<file path="src/rtl/core/msvg_pkg.sv">
// ----------------------------------------------------------------------------
// msvg_pkg
// Shared constants, types and helper functions of the max-slope volume
// gradient block.
// ----------------------------------------------------------------------------
package msvg_pkg;

  // Volume geometry and sample format
  localparam int MAX_DIM    = 128;
  localparam int MIN_DIM    = 3;
  localparam int VOXEL_BITS = 16;
  localparam int GRAD_W     = VOXEL_BITS + 1;
  localparam int POS_W      = $clog2(MAX_DIM);
  localparam int SIZE_W     = POS_W + 1;

  // Plane store: one word per (y, z) holds both planes of the ring
  localparam int ADDR_W = 2 * POS_W;
  localparam int WORD_W = 2 * VOXEL_BITS;

  // Configuration port
  localparam int CFG_W     = 8;
  localparam int CFG_IDX_W = 2;
  localparam int CMP_W     = (CFG_W > SIZE_W) ? CFG_W : SIZE_W;
  localparam logic [CFG_W-1:0]     CFG_RESET  = CFG_W'(128);
  localparam logic [CFG_IDX_W-1:0] REG_SIZE_X = CFG_IDX_W'(0);
  localparam logic [CFG_IDX_W-1:0] REG_SIZE_Y = CFG_IDX_W'(1);
  localparam logic [CFG_IDX_W-1:0] REG_SIZE_Z = CFG_IDX_W'(2);

  // Output queue
  localparam int OQ_DEPTH = 8;
  localparam int OQ_PTR_W = $clog2(OQ_DEPTH);
  localparam int OQ_CNT_W = OQ_PTR_W + 1;

  typedef logic signed [VOXEL_BITS-1:0] voxel_t;
  typedef logic signed [GRAD_W-1:0]     grad_t;
  typedef logic [POS_W-1:0]             pos_t;
  typedef logic [SIZE_W-1:0]            dim_t;

  // One result beat
  typedef struct packed {
    pos_t  at_x;
    pos_t  at_y;
    pos_t  at_z;
    grad_t grad_x;
    grad_t grad_y;
    grad_t grad_z;
    logic  run_end;
  } res_t;

  // Voxel in the memory read stage
  typedef struct packed {
    pos_t   px;
    pos_t   py;
    pos_t   pz;
    voxel_t cur;
    logic   first_zero;
    logic   grad;
    logic   last_zero;
    logic   inner;
  } s1_t;

  // Voxel in the selection stage, with backward and forward differences
  typedef struct packed {
    pos_t  px;
    pos_t  py;
    pos_t  pz;
    logic  first_zero;
    logic  grad;
    logic  last_zero;
    logic  inner;
    grad_t bx;
    grad_t fx;
    grad_t by;
    grad_t fy;
    grad_t bz;
    grad_t fz;
  } s2_t;

  // Register value clamped to the supported range of sizes
  function automatic dim_t eff_size(logic [CFG_W-1:0] r);
    logic [CMP_W-1:0] v;
    v = CMP_W'(r);
    if (v < CMP_W'(MIN_DIM)) begin
      return SIZE_W'(MIN_DIM);
    end else if (v > CMP_W'(MAX_DIM)) begin
      return SIZE_W'(MAX_DIM);
    end
    return SIZE_W'(v);
  endfunction

  // Larger magnitude wins; forward difference on a tie
  function automatic grad_t pick(grad_t back, grad_t fwd);
    logic [GRAD_W-1:0] ab;
    logic [GRAD_W-1:0] af;
    ab = back[GRAD_W-1] ? GRAD_W'(-back) : GRAD_W'(back);
    af = fwd[GRAD_W-1]  ? GRAD_W'(-fwd)  : GRAD_W'(fwd);
    return (ab > af) ? back : fwd;
  endfunction

endpackage

</file>
<file path="src/rtl/core/msvg_sel.sv">
// ----------------------------------------------------------------------------
// msvg_sel
// Per-axis slope selection and result formation for one voxel: zero or one
// gradient beat, optionally followed by the voxel's own border beat.
// ----------------------------------------------------------------------------
module msvg_sel (
  input  msvg_pkg::s2_t  s2_i,
  output msvg_pkg::res_t res0_o,
  output msvg_pkg::res_t res1_o,
  output logic [1:0]     cnt_o
);
  import msvg_pkg::*;

  grad_t gx;
  grad_t gy;
  grad_t gz;
  pos_t  cx;
  res_t  own;

  // Interior voxels only; every border voxel reports zero
  assign gx = s2_i.inner ? pick(s2_i.bx, s2_i.fx) : '0;
  assign gy = s2_i.inner ? pick(s2_i.by, s2_i.fy) : '0;
  assign gz = s2_i.inner ? pick(s2_i.bz, s2_i.fz) : '0;
  assign cx = s2_i.px - POS_W'(1);

  // Border beat of the incoming voxel itself
  always_comb begin
    own.at_x    = s2_i.px;
    own.at_y    = s2_i.py;
    own.at_z    = s2_i.pz;
    own.grad_x  = '0;
    own.grad_y  = '0;
    own.grad_z  = '0;
    own.run_end = 1'b1;
  end

  always_comb begin
    res0_o = own;
    res1_o = own;
    cnt_o  = 2'd0;
    if (s2_i.first_zero) begin
      cnt_o = 2'd1;
    end else if (s2_i.grad) begin
      res0_o.at_x    = cx;
      res0_o.grad_x  = gx;
      res0_o.grad_y  = gy;
      res0_o.grad_z  = gz;
      res0_o.run_end = ~s2_i.last_zero;
      cnt_o          = s2_i.last_zero ? 2'd2 : 2'd1;
    end
  end

endmodule

</file>
<file path="config.mk">
export PLATFORM = sky130hd
export DESIGN_NAME = msvg_sel
export DESIGN_NICKNAME = d
export VERILOG_FILES = /design/src/rtl/core/msvg_pkg.sv /design/src/rtl/core/msvg_sel.sv
export SDC_FILE = /design/constraint.sdc
export NUM_CORES = 1
export LEC_CHECK = 0
export BUFFER_PORTS_ARGS = -buffer_cell sky130_fd_sc_hd__buf_2
export CAP_MARGIN = 0
export CORE_UTILIZATION = 30
export DETAILED_ROUTE_END_ITERATION = 16
export MAX_ROUTING_LAYER = met4
export PLACE_DENSITY = 0.64
export SYNTH_ARGS = -nofsm -noshare
export SYNTH_HDL_FRONTEND = slang
export SYNTH_SLANG_ARGS = --single-unit
</file>
<file path="constraint.sdc">
create_clock -name vclk -period 2.8
set_clock_uncertainty 0.15 [all_clocks]
set_input_delay 0 -clock vclk [all_inputs]
set_output_delay 0 -clock vclk [all_outputs]
set_load 0.1 [all_outputs]
</file>
* Word level (Yosys, flattened, before mapping)
Index checks and enable logic that the tools add are counted.
** Storage, ports and cells
- Output and inout port bits :: 148
- Register bits after elaboration :: 0
- Input port bits :: 127
** Operators by class
- $add $sub $neg :: 7
- Bitwise operators :: 1
- Mux-type cells :: 19
- Magnitude comparators :: 3
** Operator list (number)
- $mux 17 :: 12
- $mux 52 :: 2
- $neg 17->17 :: 6
- $gt 17x17->1 :: 3
- $mux 7 :: 2
- $sub 7x1->7 const B :: 1
- $mux 2 :: 3
- $not 1->1 :: 1

* Logic depth before layout (Yosys ltp)
- Word-level depth :: 7
- Depth in mapped cells :: 15

* Worst setup path after synthesis
No wires, ideal clock.
- Kind :: in2out
- Start :: in s2_i[4] (netlist bit)
- End :: out res0_o[10] (netlist bit)
- Setup slack :: -1.694 ns
- Cell stages on the path :: 10
- Arrival time :: 4.344 ns
- Buffers on the path :: 2
- Cells stage by stage :: or4_4 or4_4 or4_4 ha_1 nand4_1 a211o_1 o22ai_1 buf_2 buf_2 mux2i_1
** RTL lines
- from (decl) :: RTL line msvg_sel.sv:7 : input msvg_pkg::s2_t s2_i,
- to (decl) :: RTL line msvg_sel.sv:8 : output msvg_pkg::res_t res0_o,

==> results.py <==
metrics = {
    "run_status": {
        "outcome": "finished, violations left",
        "violations": "setup timing",
    },
    "placement": {
        "dp_hpwl_um": 15000,
        "placed_cells": 1245,
        "numPortBuffers": 181,
        "dpl-instance-area_sq_mm": 0.00884,
        "gp_congestion": 0.885,
    },
    "layout": {
        "synthToLayoutAreaGrowth_pct": 90.9,
        "n_clock_buffer": 0,
        "nets": 1257,
        "antenna_cells": 0,
        "drive_gt1_share_pct": 50.6,
        "layoutNonFillerInstCount": 1290,
        "regArea_sq_um": 0,
        "final_area_sq_mm": 0.00999,
        "seq_cells": 0,
    },
    "sta": {
        "finalCriticalPeriod_ps": 3440,
        "setup_violations": 51,
        "worst_slew_pin_slew_ps": 993,
        "fin_crit_sh_pct": 123,
        "report.final.slew_viol_count": 0,
        "setup_slack_ps": -637,
        "hold_slack_ps": 31.1,
        "slew_headroom_pct": 33.8,
        "tns_ps": -26370,
        "clock.fmax_ghz": 0.291,
        "rsz0062_at_grt": "yes",
        "hold_violations": 0,
    },
    "floorplanning": {
        "num_rows": 47,
        "coreArea_sq_mm": 0.0168,
        "die-area_sq_mm": 0.0180,
        "pin_count": 275,
        "die_h_um": 134,
        "die-width_um": 134,
        "start_util_pct": 31.1,
    },
    "synth": {
        "synth_commonest_cells": "nand2_1 (154), buf_4 (89), ha_1 (58)",
        "synth_top_cell_area_share_pct": 13.9,
        "syn_inst": 771,
        "syn_area_sq_mm": 0.00523,
        "avgSynthCellArea_sq_um": 6.79,
        "yosysTopAreaCell": "ha_1",
        "yosys_warnings": 0,
        "post-synth-top-count-cell": "nand2_1",
        "synth_cell_type_count": 51,
        "yosysSeqAreaShare_pct": 0,
        "synthTopCellsByArea": "ha_1 (14%), buf_4 (13%), nand2_1 (11%)",
    },
    "route": {
        "dr_total_vias": 6561,
        "highest_layer": "met4",
        "drt-pass1-iter-count": 4,
        "wl_per_cell_um": 15.2,
        "viasPerCell": 5.09,
        "m1WireLength_um": 8570,
        "met2_length_um": 10000,
        "wl_met3_um": 819,
        "remaining_drc_errors": 0,
        "wl_um": 19600,
        "antenna_left": 0,
        "drt_iter0_drc": 263,
    },
    "power_and_ir_drop": {
        "p_leak_nw": 4.23,
        "cellPowerDensity_mw_per_mm2": 289,
        "total_power_mw": 2.89,
        "ir_worst_vdd_mv": 0.231,
    },
    "setup_path": {
        "cp-end-kind": "output port",
        "critPathMaxFanout": 6,
        "worstPathRequired_ps": 2650,
        "worst_path_max_delay_cell": "or4_4",
        "cpPeakStageDelay_ps": 490,
        "cp.arrival_ps": 3290,
        "critical_path_class": "in -> out",
        "crit_path_frequent_cell": "buf_6",
        "worstPathCellList": "buf_6 > nor3_4 > nand4b_1 > or4_4 > o21ai_2 > xnor2_1 > ha_1 > a21oi_2 > nand2_1 > a221o_2 > buf_6 > or2_4 > a211o_4 > buf_12",
        "cp-start-kind": "input port",
    },
    "global_routing": {
        "grt_pass1_vias": 6462,
        "grt_pass1_wl_um": 31300,
        "grt_max_degree": 43,
        "grt-ovfl-total": 0,
        "antenna_found_initial": 0,
        "grt_usage_pct": 21.4,
    },
    "flow_run": {
        "maxCapViolCount": 0,
    },
    "worst_hold_path": {
        "hold_class": "in -> out",
    },
}
cell families after synthesis:
| kind of cell | share of synthesized area [%] |
|---|---|
| other | 0.143 |
| and+or+nand+nor | 27.4 |
| buffers and inverters | 16.9 |
| muxes | 7.08 |
| AOI/OAI and AO/OA | 19.6 |
| xor gates and xnor gates | 15.1 |
| adders and majority gates | 13.9 |
path summary, 6_finish.rpt:
path       from          to  cells after the start
max    s2_i[55]  res0_o[19]                     14
min   s2_i[106]  res0_o[52]                      1
critical path, delay by kind of cell:
| kind | cells | cell delay [ps] |
|---|---|---|
| AOI/OAI and AO/OA | 4 | 1130 |
| adders and majority gates | 1 | 310 |
| xor gates and xnor gates | 1 | 130 |
| and+or+nand+nor | 5 | 1270 |
| buffers and inverters | 3 | 430 |
what timing repair did:
action / 4_1_cts / 5_1_grt
resized for setup: 66 / 50
pin swaps: 38 / 34
endpoints found under the hold margin: 28 / 0
hold buffers: 14 / 0
cloned: 7 / 1
endpoints found under the setup margin: 51 / 51
buffers inserted: 24 / 5
final cells by class:
| type | instances | area, sq um |
|---|---|---|
| well taps | 220 | 275 |
| fillers | 1450 | 6830 |
| multi-input cells | 678 | 5970 |
| repair buffers | 372 | 3660 |
| inverters | 20 | 87.6 |
metrics by stage:
stage	setup WS, ps	utilization [%]
finish	-637	59.4
global route	-728	59.4
CTS	-569	58.2
detailed placement	-583	52.6
global placement	-565	52.6
floorplan	-718	-
placed cells by master, fill, tap and decap left out, types with 12 or more instances in the layout:
cell / instances
inv_1: 18
mux2i_4: 34
buf_12: 79
nor2_1: 17
nand4_1: 13
nand2_1: 151
or4_4: 12
conb_1: 52
ha_1: 54
nor4_4: 13
a211o_4: 12
o31ai_1: 14
buf_2: 122
buf_4: 149
xor2_1: 38
o21ai_0: 29
buf_6: 14
a21oi_2: 15
xnor2_1: 52
a21oi_1: 19
layer usage:
metal / up-vias / track usage [%]
met5: - / -
met4: 0 / 2.75
met3: 14 / 1.10
met2: 202 / 38.5
met1: 3108 / 26.8
li1: 3237 / -
report_power, final:
part | internal [mW] | switching [mW]
Clock | 0 | 0
Combinational | 1.09 | 1.79
Sequential | 0 | 0
(Power assumes the default switching activity.)
