File: src/rtl/core/msvg_pkg.sv
// ----------------------------------------------------------------------------
// msvg_pkg
// Shared constants, types and helper functions of the max-slope volume
// gradient block.
// ----------------------------------------------------------------------------
package msvg_pkg;

  // Volume geometry and sample format
  localparam int MAX_DIM    = 128;
  localparam int MIN_DIM    = 3;
  localparam int VOXEL_BITS = 16;
  localparam int GRAD_W     = VOXEL_BITS + 1;
  localparam int POS_W      = $clog2(MAX_DIM);
  localparam int SIZE_W     = POS_W + 1;

  // Plane store: one word per (y, z) holds both planes of the ring
  localparam int ADDR_W = 2 * POS_W;
  localparam int WORD_W = 2 * VOXEL_BITS;

  // Configuration port
  localparam int CFG_W     = 8;
  localparam int CFG_IDX_W = 2;
  localparam int CMP_W     = (CFG_W > SIZE_W) ? CFG_W : SIZE_W;
  localparam logic [CFG_W-1:0]     CFG_RESET  = CFG_W'(128);
  localparam logic [CFG_IDX_W-1:0] REG_SIZE_X = CFG_IDX_W'(0);
  localparam logic [CFG_IDX_W-1:0] REG_SIZE_Y = CFG_IDX_W'(1);
  localparam logic [CFG_IDX_W-1:0] REG_SIZE_Z = CFG_IDX_W'(2);

  // Output queue
  localparam int OQ_DEPTH = 8;
  localparam int OQ_PTR_W = $clog2(OQ_DEPTH);
  localparam int OQ_CNT_W = OQ_PTR_W + 1;

  typedef logic signed [VOXEL_BITS-1:0] voxel_t;
  typedef logic signed [GRAD_W-1:0]     grad_t;
  typedef logic [POS_W-1:0]             pos_t;
  typedef logic [SIZE_W-1:0]            dim_t;

  // One result beat
  typedef struct packed {
    pos_t  at_x;
    pos_t  at_y;
    pos_t  at_z;
    grad_t grad_x;
    grad_t grad_y;
    grad_t grad_z;
    logic  run_end;
  } res_t;

  // Voxel in the memory read stage
  typedef struct packed {
    pos_t   px;
    pos_t   py;
    pos_t   pz;
    voxel_t cur;
    logic   first_zero;
    logic   grad;
    logic   last_zero;
    logic   inner;
  } s1_t;

  // Voxel in the selection stage, with backward and forward differences
  typedef struct packed {
    pos_t  px;
    pos_t  py;
    pos_t  pz;
    logic  first_zero;
    logic  grad;
    logic  last_zero;
    logic  inner;
    grad_t bx;
    grad_t fx;
    grad_t by;
    grad_t fy;
    grad_t bz;
    grad_t fz;
  } s2_t;

  // Register value clamped to the supported range of sizes
  function automatic dim_t eff_size(logic [CFG_W-1:0] r);
    logic [CMP_W-1:0] v;
    v = CMP_W'(r);
    if (v < CMP_W'(MIN_DIM)) begin
      return SIZE_W'(MIN_DIM);
    end else if (v > CMP_W'(MAX_DIM)) begin
      return SIZE_W'(MAX_DIM);
    end
    return SIZE_W'(v);
  endfunction

  // Larger magnitude wins; forward difference on a tie
  function automatic grad_t pick(grad_t back, grad_t fwd);
    logic [GRAD_W-1:0] ab;
    logic [GRAD_W-1:0] af;
    ab = back[GRAD_W-1] ? GRAD_W'(-back) : GRAD_W'(back);
    af = fwd[GRAD_W-1]  ? GRAD_W'(-fwd)  : GRAD_W'(fwd);
    return (ab > af) ? back : fwd;
  endfunction

endpackage

File: src/rtl/core/msvg_ofifo.sv
// ----------------------------------------------------------------------------
// msvg_ofifo
// Result queue: takes up to two beats per cycle, hands out one.
// ----------------------------------------------------------------------------
module msvg_ofifo (
  input  logic                       clk_i,
  input  logic                       rst_ni,
  input  logic                       push_i,
  input  logic [1:0]                 push_n_i,
  input  msvg_pkg::res_t             res0_i,
  input  msvg_pkg::res_t             res1_i,
  input  logic                       ready_i,
  output logic                       valid_o,
  output msvg_pkg::res_t             data_o,
  output logic [msvg_pkg::OQ_CNT_W-1:0] count_o
);
  import msvg_pkg::*;

  res_t                ent_q [OQ_DEPTH];
  logic [OQ_PTR_W-1:0] wptr_q, wptr_d;
  logic [OQ_PTR_W-1:0] rptr_q, rptr_d;
  logic [OQ_CNT_W-1:0] cnt_q, cnt_d;
  logic [1:0]          n_in;
  logic                pop;

  assign n_in    = push_i ? push_n_i : 2'd0;
  assign valid_o = (cnt_q != '0);
  assign pop     = valid_o & ready_i;
  assign data_o  = ent_q[rptr_q];
  assign count_o = cnt_q;

  // Pointer and fill bookkeeping
  always_comb begin
    wptr_d = wptr_q + OQ_PTR_W'(n_in);
    rptr_d = rptr_q + OQ_PTR_W'(pop);
    cnt_d  = cnt_q + OQ_CNT_W'(n_in) - OQ_CNT_W'(pop);
  end

  always_ff @(posedge clk_i or negedge rst_ni) begin
    if (!rst_ni) begin
      wptr_q <= '0;
      rptr_q <= '0;
      cnt_q  <= '0;
    end else begin
      wptr_q <= wptr_d;
      rptr_q <= rptr_d;
      cnt_q  <= cnt_d;
    end
  end

  // Entry storage, one or two beats written per cycle
  always_ff @(posedge clk_i) begin
    if (n_in != 2'd0) begin
      ent_q[wptr_q] <= res0_i;
    end
    if (n_in == 2'd2) begin
      ent_q[wptr_q + OQ_PTR_W'(1)] <= res1_i;
    end
  end

endmodule

File: config.mk
export PLATFORM = sky130hd
export DESIGN_NAME = msvg_ofifo
export DESIGN_NICKNAME = d
export VERILOG_FILES = /design/src/rtl/core/msvg_pkg.sv /design/src/rtl/core/msvg_ofifo.sv
export SDC_FILE = /design/constraint.sdc
export NUM_CORES = 1
export LEC_CHECK = 0
export BUFFER_PORTS_ARGS = -buffer_cell sky130_fd_sc_hd__buf_2
export CAP_MARGIN = 10
export CORE_MARGIN = 2
export CORE_UTILIZATION = 55
export DETAILED_ROUTE_END_ITERATION = 6
export PLACE_DENSITY = 0.77
export SYNTH_ARGS = -nofsm -noshare
export SYNTH_HDL_FRONTEND = slang
export SYNTH_SLANG_ARGS = --single-unit
File: constraint.sdc
create_clock -name clk_i -period 9 [get_ports clk_i]
set_input_delay 0.45 -clock clk_i [delete_from_list [all_inputs] [get_ports clk_i]]
set_output_delay 0.45 -clock clk_i [all_outputs]
set_load 0.01 [all_outputs]
### Word-level counts from Yosys, hierarchy flattened

Memories as Yosys holds them, arrays and structs flattened.
Index checks and enable logic that the tools add are counted.

* register bits: 10
* output and inout port bits: 78
* word-level logic and storage cells: 18
* memories kept: 1
* memory bits (writable): 584
* input bits: 152

* mux-type cells: 5
* bitwise logic cells: 1
* reductions and logical operators: 2
* add/sub/neg operators: 5
* equality and inequality tests: 1

Memories
* ent_q: words 8, bits a word 73, rd ports 1, clocked after memory_dff 0, wr ports 2, line msvg_ofifo.sv:19 `res_t ent_q [OQ_DEPTH];`

Operator list (number)
* $add 4x2->4: 1
* $mux 1: 4
* $reduce_bool 4->1: 1
* $sub 4x1->4: 1
* $add 3x1->3: 1
* $add 3x1->3 const B: 1
* $add 3x2->3: 1
* $eq 2x2->1 const B: 1
* $mux 2: 1
* $reduce_bool 2->1: 1
* $and 1x1->1: 1

### Depth between registers and ports, before layout

* depth after elaboration: 4
* depth in mapped cells: 9
* gate-level depth less buffers: 9

### Worst setup path after synthesis

Ideal clock, no wire load.

* path type: reg2reg
* start point: reg wptr_q[0]
* end point: mem ent_q[5][0] (netlist bit), enable pin
* stages on the path, launching flop included: 6
* arrival: 5.201 ns
* clock period less this slack: 5.730 ns
* library setup time: 0.530 ns
* data required time: 8.470 ns
* slack: 3.270 ns
* buffers on the path: 1
* cells stage by stage: dfrtp_1 ha_1 or4_1 buf_2 o22a_1 o22ai_1

RTL lines
* from (decl): line msvg_ofifo.sv:20 `logic [OQ_PTR_W-1:0] wptr_q, wptr_d;`
* from (signal assigned): line msvg_ofifo.sv:45 `wptr_q <= wptr_d;`
* to (decl): line msvg_ofifo.sv:19

==> summary.md <==
| Metric | Value |
|---|---|
| Clock share of power | 25.6% |
| Fin Setup TNS | 0 ps |
| Rel. slew slack | 28.3% |
| Initial antenna violation count | 21 |
| NumNets Final | 1953 |
| Hold_buf cts | 1 |
| Die ar. | 55900 µm² |
| Number of synthesized register bits | 594 |
| Ports | 230 |
| Initial Util | 55.4% |
| Net Count, Synth | 1730 |
| Sequential area share after synthesis | 59.9% |
| Final worst path period share | 44.6% |
| Die Height | between 200 and 250 µm |
| Worst-Skew Late Latency | 620 ps |
| Power share of the combinational group | between 30% and 40% |
| Worst Setup Path Type | reg -> out |
| PD cells | 279 nW/µm² |
| Status | complete, no violations |
| Crit path time final | 4020 ps |
| Met1 WL | 29900 µm |
| Main flop type after synthesis | edfxtp_1 |
| Largest net degree at the start of global routing | 58 |
| Clock Sink Count | approximately 590 |
| Final Max Tran Viols | 0 |
| Vias in the first global route | between 15000 and 20000 |
| Highest Signal Layer | met5 |
| Peak per-stage delay on the critical path | 920 ps |
| F_max | 249 MHz |
| Count leader, synth | edfxtp_1 |
| Total core area | between 50000 and 60000 µm² |
| Pwr Total | 9.35 mW |
| Max Fanout on Critical Path | 49 |
| Post-synth top area cell | edfxtp_1 |
| Synth cell count leaders | edfxtp_1 (584), mux2_2 (580), mux4_2 (146) |
| Switching Fraction | a little under a third |
| Lkg Pwr | around 11 nW |
| Max VDD drop | 0.000169 V |
| Cell Area, Synth | 29700 µm² |
| Total GRT Usage | approximately 26% |
| Drt initial violations | 1343 |
| PortBufs | roughly 230 |
| Worst-Margin Slew | 1080 ps |
| Critical-path cell list | buf_4 -> mux4_2 -> mux2_2 -> buf_2 |
| RePlAce Congestion | 0.752 |
| Avg Cell Area, Syn | about 19 µm² |
| Routed wl met2 | between 30000 and 40000 µm |
| CTS Buf Count | 60 |
| Max-Cap Viols | 0 |
| Reg2reg path depth | 5 |
| Type of origin of the critical path | flip-flop |
| Clock transition at path regs | 60 ps |
| Synth warn | 0 |
| Total grt overflow | 0 |
| Final hold vios | 0 |
| P&R area growth vs syn | 12.6% |
| Layout cells sized above 1 | 59.9% |
| CTS max path bufs | 3 |
| EDFF count, synth | 584 |
| Cell Int Power | 6.45 mW |
| Hold crit path type | in -> reg |
| DRT Wirelength | 70700 µm |
| Mapped Cells | 1568 |
| DR vias | 16100 |
| Postcts setup bufs | 0 |
| Psw | 2.90 mW |
| 1st-pass router iterations | 5 |
| RSZ-0062 raised after global routing | false |
| Largest cells by area after synthesis | edfxtp_1 (59%), mux2_2 (22%), mux4_2 (11%) |
| Req. time, crit path | 8550 ps |
| Via/cell ratio | 6.28 |
| Htree depth | 2 |
| Post-cts gate resize count | 0 |
| Wire per inst | 27.7 µm |
| Clk root buf | clkbuf_16 |
| Clock Skew | approximately 13 ps |
| Horiz. Die Dim | 236 µm |
| CP Capture Type | primary output |
| CP max stage cell | buf_4 |
| DRC | 0 |
| DR WL met3 | around 4800 µm |
| Detail Route Antenna Nets | 0 |
| Site Rows | 85 |
| Worst hold stages | 3 |
| Crit path DAT | 3570 ps |
| CTS tree | yes |
| Netlist cell types | 41 |
| Sequential share of power | 40.9% |
| Synth top area share | 59.0% |
| First-pass GRT wire length | roughly 110000 µm |
| DP HPWL | 38300 µm |
| Final setup fails | 0 |
| Async set-reset flop share out of synthesis | 1.68% |
[logic make-up (layout without fill, tap and decap cells)]
kind of cell / Yosys count / in the layout / synth area share (%)
mux: 803 / 803 / 36.1
flops: 594 / 594 / 59.9
xor+xnor: 8 / 8 / 0.362
buf+inv: 113 / 387 / 2.27
simple gates: 24 / 24 / 0.564
fa+ha+maj: 10 / 10 / 0.472
other cells: 0 / 17 / 0
compound gates: 16 / 16 / 0.392
[state kept, by name, indices dropped and copies added, names as in the netlist]
name / cells
ent_q: 584
count_o: 4
rptr_q: 3
wptr_q: 3
[power by group through the flow]
| stage | Clock [mW] | Sequential [mW] | Combinational (mW) |
|---|---|---|---|
| 2_1_floorplan | 0 | 3.77 | 2.22 |
| 4_1_cts | 2.43 | 3.83 | 3.17 |
| 3_3_place_gp | 0 | 3.86 | 3.11 |
| 3_5_place_dp | 0 | 3.89 | 3.15 |
| 5_1_grt | 2.53 | 3.87 | 3.32 |
| 6_report | 2.39 | 3.83 | 3.13 |
[per-layer routing]
metal / vias to the layer above / GRT usage [%]
met4: 14 / 7.75
met2: 559 / 41.3
li1: 6945 / -
met5: - / 0
met3: 123 / 4.97
met1: 8417 / 35.4
[critical path, delay by kind of cell, from the launching register on]
kind                   cells  cell delay [ps]
buffers and inverters      2             1070
flip-flops                 1              890
multiplexers               2              920
[cell type report]
type	instances	area, µm²
Clock inverter	21	136
Clock buffer	92	1750
Inverter	12	45.0
Fill cell	3816	20200
Sequential cell	594	17800
Timing Repair Buffer	262	1400
Tap cell	696	871
Antenna cell	17	42.5
Multi-Input combinational cell	861	11400
[through the flow]
step / worst slack [ps] / area [µm²] / instances / hold WS, ps / utilization (%)
2_1_floorplan: 3270 / 29700 / 1568 / 154 / -
3_3_place_gp: 5210 / 31500 / 2424 / 335 / 58.8
3_5_place_dp: 5140 / 31500 / 2424 / 334 / 58.8
4_1_cts: 4860 / 33400 / 2538 / 136 / 62.3
5_1_grt: 4700 / 33400 / 2547 / 166 / 62.4
6_report: 4980 / 33400 / 2555 / 169 / 62.4
[path summary, 6_finish.rpt]
path | start | endpoint | slack, ps
worst max-delay path | rptr_q[0] | data_o[34] | 4980
worst max register to register | wptr_q[0] | ent_q[4][9] | 5090
worst min-delay path | ready_i | rptr_q[0] | 170
min in group asynchronous | rst_ni | count_o[0] | 250
max in group asynchronous | rst_ni | rptr_q[1] | 8510
worst min register to register | count_o[0] | count_o[0] | 620
[layout by cell type, fill, tap and decap left out, types with 2 or more instances in the layout]
cell,count
edfxtp_1,584
mux2_2,580
buf_2,229
mux4_2,146
mux2_1,67
clkbuf_16,62
buf_4,32
clkbuf_1,21
diode_2,17
inv_1,12
mux2_4,10
clkbuf_8,9
clkinv_1,9
ha_1,8
clkinv_2,8
dfrtp_1,7
o22ai_4,6
nand2_1,5
nand2_4,4
xnor2_1,3
xor2_1,3
dfrtp_4,3
o22a_1,2
o2bb2ai_4,2
nand3_1,2
nor2_4,2
nor2_8,2
fa_1,2
Note: power is estimated with default switching activity, not from simulation.
